File: config.mk
export PLATFORM = sky130hd
export DESIGN_NAME = adf_resync
export DESIGN_NICKNAME = d
export VERILOG_FILES = /design/src/rtl/core/adf_pkg.sv /design/src/rtl/core/adf_resync.sv
export SDC_FILE = /design/constraint.sdc
export NUM_CORES = 1
export LEC_CHECK = 0
export BUFFER_PORTS_ARGS = -buffer_cell sky130_fd_sc_hd__buf_2
export CAP_MARGIN = 20
export CORE_ASPECT_RATIO = 0.9
export CORE_MARGIN = 2
export CORE_UTILIZATION = 30
export CTS_BUF_LIST = sky130_fd_sc_hd__clkbuf_16
export CTS_CLUSTER_SIZE = 30
export DETAILED_ROUTE_END_ITERATION = 6
export GPL_TIMING_DRIVEN = 0
export SETUP_SLACK_MARGIN = 0.1
export SLEW_MARGIN = 20
export SYNTH_ARGS = -nofsm -noshare
export SYNTH_HDL_FRONTEND = slang
export SYNTH_SLANG_ARGS = --single-unit
File: constraint.sdc
create_clock -name i_clk -period 9.6 [get_ports i_clk]
set_input_delay 0.96 -clock i_clk [delete_from_list [all_inputs] [get_ports i_clk]]
set_output_delay 0.96 -clock i_clk [all_outputs]
set_load 0.005 [all_outputs]
File: src/rtl/core/adf_pkg.sv
// Shared types and constants for the allpass delay filter.
// No dependencies; imported by adf_resync and allpass_delay_filter.
package adf_pkg;

    // Default number of words in the delay memory
    localparam int unsigned DEPTH_DEFAULT = 1024;

    // Sample and register field widths
    localparam int unsigned SAMPLE_W = 32;
    localparam int unsigned CFG_W    = 10;
    localparam int unsigned LEN_W    = CFG_W + 1;

    // Register reset values
    localparam logic [CFG_W-1:0] LOOP_END_RESET = '1;

    // Q31 limits
    localparam logic signed [SAMPLE_W-1:0] Q31_MAX = 32'sh7FFF_FFFF;
    localparam logic signed [SAMPLE_W-1:0] Q31_MIN = 32'sh8000_0000;

    // Register indices on the configuration port (word address)
    typedef enum logic [1:0] {
        REG_GAIN     = 2'd0,
        REG_DELAY    = 2'd1,
        REG_LOOP_END = 2'd2
    } t_reg_idx;

    // Read index re-synchronisation sequencer
    typedef enum logic [1:0] {
        RS_IDLE,
        RS_DELAY,
        RS_INDEX
    } t_rs_state;

    typedef struct packed {
        logic busy;
        logic done;
    } t_rs_status;

endpackage

File: src/rtl/core/adf_resync.sv
// Read index re-synchronisation: a shared shift-and-subtract remainder unit.
// Depends on adf_pkg (widths, sequencer state type, status struct).
module adf_resync (
    input  logic                          i_clk,
    input  logic                          i_rst_n,
    input  logic                          i_start,
    input  logic [adf_pkg::CFG_W-1:0]     i_delay,
    input  logic [adf_pkg::LEN_W-1:0]     i_len,
    input  logic [adf_pkg::CFG_W-1:0]     i_wr_idx,
    output logic [adf_pkg::CFG_W-1:0]     o_rd_idx,
    output adf_pkg::t_rs_status           o_status
);
    import adf_pkg::*;

    localparam int unsigned CNT_W = $clog2(LEN_W);
    localparam logic [CNT_W-1:0] LAST = CNT_W'(LEN_W - 1);

    t_rs_state        r_state, n_state;
    logic [CNT_W-1:0] r_cnt, n_cnt;
    logic [LEN_W-1:0] r_div, n_div;
    logic [LEN_W-1:0] r_rem, n_rem;
    logic [LEN_W-1:0] r_len;
    logic [CFG_W-1:0] r_wr_idx;
    logic             r_done, n_done;

    logic [LEN_W-1:0] trial;
    logic [LEN_W-1:0] step_rem;
    logic [LEN_W-1:0] step_div;
    logic [LEN_W-1:0] idx_sum;

    // One remainder bit per cycle: shift in the next dividend bit, subtract if it fits
    assign trial    = {r_rem[LEN_W-2:0], r_div[LEN_W-1]};
    assign step_rem = (trial >= r_len) ? (trial - r_len) : trial;
    assign step_div = {r_div[LEN_W-2:0], 1'b0};

    // Second pass dividend: write index plus length minus the reduced delay
    assign idx_sum = LEN_W'(r_wr_idx) + r_len - step_rem;

    // Sequence both passes
    always_comb begin
        n_state = r_state;
        n_cnt   = r_cnt;
        n_div   = r_div;
        n_rem   = r_rem;
        n_done  = 1'b0;
        case (r_state)
            RS_IDLE: begin
                n_state = RS_IDLE;
            end
            RS_DELAY: begin
                n_rem = step_rem;
                n_div = step_div;
                n_cnt = r_cnt + CNT_W'(1);
                if (r_cnt == LAST) begin
                    n_state = RS_INDEX;
                    n_div   = idx_sum;
                    n_rem   = '0;
                    n_cnt   = '0;
                end
            end
            RS_INDEX: begin
                n_rem = step_rem;
                n_div = step_div;
                n_cnt = r_cnt + CNT_W'(1);
                if (r_cnt == LAST) begin
                    n_state = RS_IDLE;
                    n_done  = 1'b1;
                end
            end
            default: begin
                n_state = RS_IDLE;
            end
        endcase
        // A new delay word restarts the whole calculation
        if (i_start) begin
            n_state = RS_DELAY;
            n_div   = LEN_W'(i_delay);
            n_rem   = '0;
            n_cnt   = '0;
            n_done  = 1'b0;
        end
    end

    // Hold control state
    always_ff @(posedge i_clk) begin
        if (!i_rst_n) begin
            r_state <= RS_IDLE;
            r_done  <= 1'b0;
        end else begin
            r_state <= n_state;
            r_done  <= n_done;
        end
    end

    // Hold the datapath and the operands captured at start
    always_ff @(posedge i_clk) begin
        r_cnt <= n_cnt;
        r_div <= n_div;
        r_rem <= n_rem;
        if (i_start) begin
            r_len    <= i_len;
            r_wr_idx <= i_wr_idx;
        end
    end

    // The remainder is below the loop length, so it fits the index width
    assign o_rd_idx = r_rem[CFG_W-1:0];
    assign o_status = '{busy: (r_state != RS_IDLE) || r_done, done: r_done};

endmodule

==> flow_summary_export.csv <==
group,metric,value,unit
worst_setup_path,cp.required,9.64,ns
worst_setup_path,critPathKind,"reg2reg",
sta,final-setup-viol-count,0,
cells_and_area,diodes,0,
global_route,grt_pass1_vias,2509,
synthesis,syn_area,0.00319,mm²
worst_setup_path,critPathMaxStageDelay,0.49,ns
placement,gp_congestion,0.851,
worst_setup_path,crit_path_end_kind,"register",
detailed_routing,vias,2467,
detailed_routing,first_pass_iters,4,
detailed_routing,drc_errors,0,
synthesis,synth_cell_types,52,
global_route,track_usage,0.130,
global_route,grt_max_degree,26,
placement,io_buffer_count,45,
worst_setup_path,path_depth,18,
synthesis,ys_warn_count,0,
detailed_routing,ant_nets,0,
worst_setup_path,endpoint,"r_div[9]",
detailed_routing,detail_route.wl_per_cell,14.1,µm
cells_and_area,final_cells,509,
floorplanning,core,0.0103,mm²
placement,dp.cells,501,
status,status,"complete, no violations",
min_path,hold_depth,2,
sta,rsz0062_at_grt,"no",
clock_tree,cts_resized,0,
synthesis,seq_area_frac_synth,0.404,
synthesis,ys.flop_type,"edfxtp_1",
worst_setup_path,reg2regPathDepth,18,
clock_tree,htreeDepth,2,
pwr,leakage,1.50,nW
worst_setup_path,critical_path.top_delay_family,"compound AO/OA/AOI/OAI gates",
floorplanning,initial_utilization,0.310,
sta,finalCriticalPeriod,5.21,ns
cells_and_area,nNetsFinal,451,
synthesis,ys_seq_elements,49,
floorplanning,dieArea,0.0115,mm²
sta,slew_viol_final,0,
floorplanning,fp.dieW,113,µm
worst_setup_path,critPathLaunch,"r_len[8]",
clock_tree,cts.sinks,49,
clock_tree,clk_latency,0.29,ns
worst_setup_path,cp-start-kind,"register",
worst_setup_path,worstPathMaxFanout,9,
clock_tree,cts_buffer_depth,2,
pwr,ir_worst_vdd,0.0949,mV
synthesis,yosysTopAreaCell,"edfxtp_1",
cells_and_area,areaGrowthSynthToFinish,16.6,%
worst_setup_path,slowest_stage,"o41ai_1",
sta,finalCritPeriodShare,0.543,
worst_setup_path,crit_top_cell,"ha_1",
floorplanning,ios,46,
clock_tree,cts_tree,"done",
cells_and_area,drive_gt1_frac,0.168,
placement,place_hpwl,5710,µm
detailed_routing,via_per_inst,4.85,
global_route,grt_remaining_overflow,0,
clock_tree,path_clk_slew,0.07,ns
synthesis,synth_cells,327,
detailed_routing,drt-total-wl,7200,µm
worst_setup_path,arrival,5.25,ns
run,cap_violations,0,
sta,max_freq,192,MHz
synthesis,synth_most_common_cell,"nor2_1",
synthesis,syn_avg_cell_area,9.76,µm²
sta,tightest_slew,0.700,ns
sta,slew_headroom,0.532,
worst_setup_path,reg2reg_setup_slack,4.39,ns
synthesis,synth_top_area_share,0.292,
worst_setup_path,r2r_start,"r_len[8]",
clock_tree,cts-root-buf,"clkbuf_16",
synthesis,synth_edf_count,31,
sta,holdWs,0.527,ns
worst_setup_path,cp_cell_sequence,"inv_1 > ha_1 > a21oi_1 > o21ai_1 > nor3_2 > o21ai_2 > mux2i_1 > xnor2_1 > ha_1 > ha_1 > a21o_1 > a21oi_1 > nor2b_1 > o21a_1 > o41ai_1 > o21ai_0 > xor2_1 > a221o_1",
sta,fin_worst_skew,0.00773,ns
synthesis,syn_nets,399,
synthesis,synthArstFlopShare,0,
clock_tree,ctsHoldBuffers,0,
clock_tree,postCtsSetupBuffers,0,
synthesis,netlist_top_cells_count,"36 x nor2_1, 35 x a21oi_1, 31 x edfxtp_1",
synthesis,synth.area.top_cells,"edfxtp_1 29%, dfxtp_1 11%, ha_1 11%",
worst_setup_path,r2r-end,"r_div[9]",
sta,fin_setup_tns,0,ns
floorplanning,num_rows,35,
min_path,worstHoldPathType,"reg2reg",
pwr,power.density,145,mW/mm²
global_route,antenna_found_initial,0,
cells_and_area,fin_util,0.362,
worst_setup_path,path_buf_inv,1,
global_route,grt_pass1_wl,11900,µm
detailed_routing,dr.first_iter.drc_count,75,
clock_tree,cts_buffers,5,
sta,hold_viol,0,
floorplanning,die_h,102,µm
==> how the worst min path moves through the flow <==
stage / to / from / slack, ns
final: r_cnt[2] / r_cnt[2] / 0.53
after global routing: r_div[10] / r_div[10] / 0.55
after CTS: r_cnt[2] / r_cnt[2] / 0.53
after detailed placement: r_cnt[2] / r_cnt[2] / 0.52
after global placement: r_cnt[2] / r_cnt[2] / 0.50
after floorplan: r_cnt[2] / r_cnt[2] / 0.49
==> worst min-delay path, stage by stage, from the launching register on <==
cell,delay (ns)
dfxtp_1,0.35
a21oi_1,0.07
nor2_1,0.07
==> layout by cell type, fill, tap and decap left out, types with 2 or more instances in the layout <==
master	netlist	final
a2111oi_0	2	2
a211oi_1	4	4
a21o_1	3	3
a21oi_1	35	35
a2bb2oi_1	2	2
buf_2	1	46
clkbuf_1	5	5
clkbuf_16	0	5
dfxtp_1	18	18
edfxtp_1	31	31
fa_1	10	10
ha_1	28	28
inv_1	29	30
mux2i_1	10	10
nand2_1	23	23
nand2b_1	6	6
nand3_1	4	4
nor2_1	36	36
nor2b_1	2	2
nor3_1	7	7
nor4_1	2	2
o211ai_1	2	2
o21ai_0	21	21
o21ai_1	2	2
or2_2	2	2
or3_1	2	2
xnor2_1	10	10
xor2_1	5	5
==> power breakdown <==
group          internal, mW  switching, mW
Clock                0.0962         0.0773
Combinational        0.0518         0.0671
Sequential            0.238        0.00726
==> state kept, by name (all words and copies together) (netlist names) <==
| register | cells |
|---|---|
| r_div | 11 |
| r_wr_idx | 10 |
| r_rem | 10 |
| r_state | 2 |
| r_done | 1 |
| r_len | 11 |
| r_cnt | 4 |
==> metal layers <==
layer	wire length (µm)	up-vias	part of all wire	GRT usage
met4	107	0	0.015	0.0413
li1	-	1266	-	-
met1	3610	1145	0.50	0.177
met5	0	-	0	0
met3	291	7	0.040	0.0219
met2	3190	49	0.44	0.214
==> cells by family (layout without fill, tap and decap cells) <==
| logic type | after synthesis | after routing | share of synthesized area |
|---|---|---|---|
| AOI/OAI and AO/OA | 84 | 84 | 0.162 |
| xor gates and xnor gates | 15 | 15 | 0.0411 |
| adders and majority gates | 38 | 38 | 0.172 |
| buffers and inverters | 37 | 90 | 0.0451 |
| DFF | 49 | 49 | 0.404 |
| muxes | 11 | 11 | 0.0349 |
| and+or+nand+nor | 93 | 93 | 0.140 |
==> final cells by class <==
cell class / instances / area, µm²
Buffer: 8 / 35.0
Clock buffer: 5 / 125
Clock inverter: 3 / 17.5
Fill cell: 1035 / 6570
Inverter: 29 / 109
Multi-Input combinational cell: 241 / 1760
Sequential cell: 49 / 1290
Tap cell: 129 / 161
Timing Repair Buffer: 45 / 225
==> stage by stage <==
step                power (mW)  cell area, µm²  worst slack, ns
floorplan                0.334            3190             5.17
global placement         0.367            3580             4.53
detailed placement       0.369            3580             4.44
CTS                      0.545            3720             4.40
global route             0.568            3720             3.90
finish                   0.538            3720             4.39
Power figures use the tool's default switching activity.
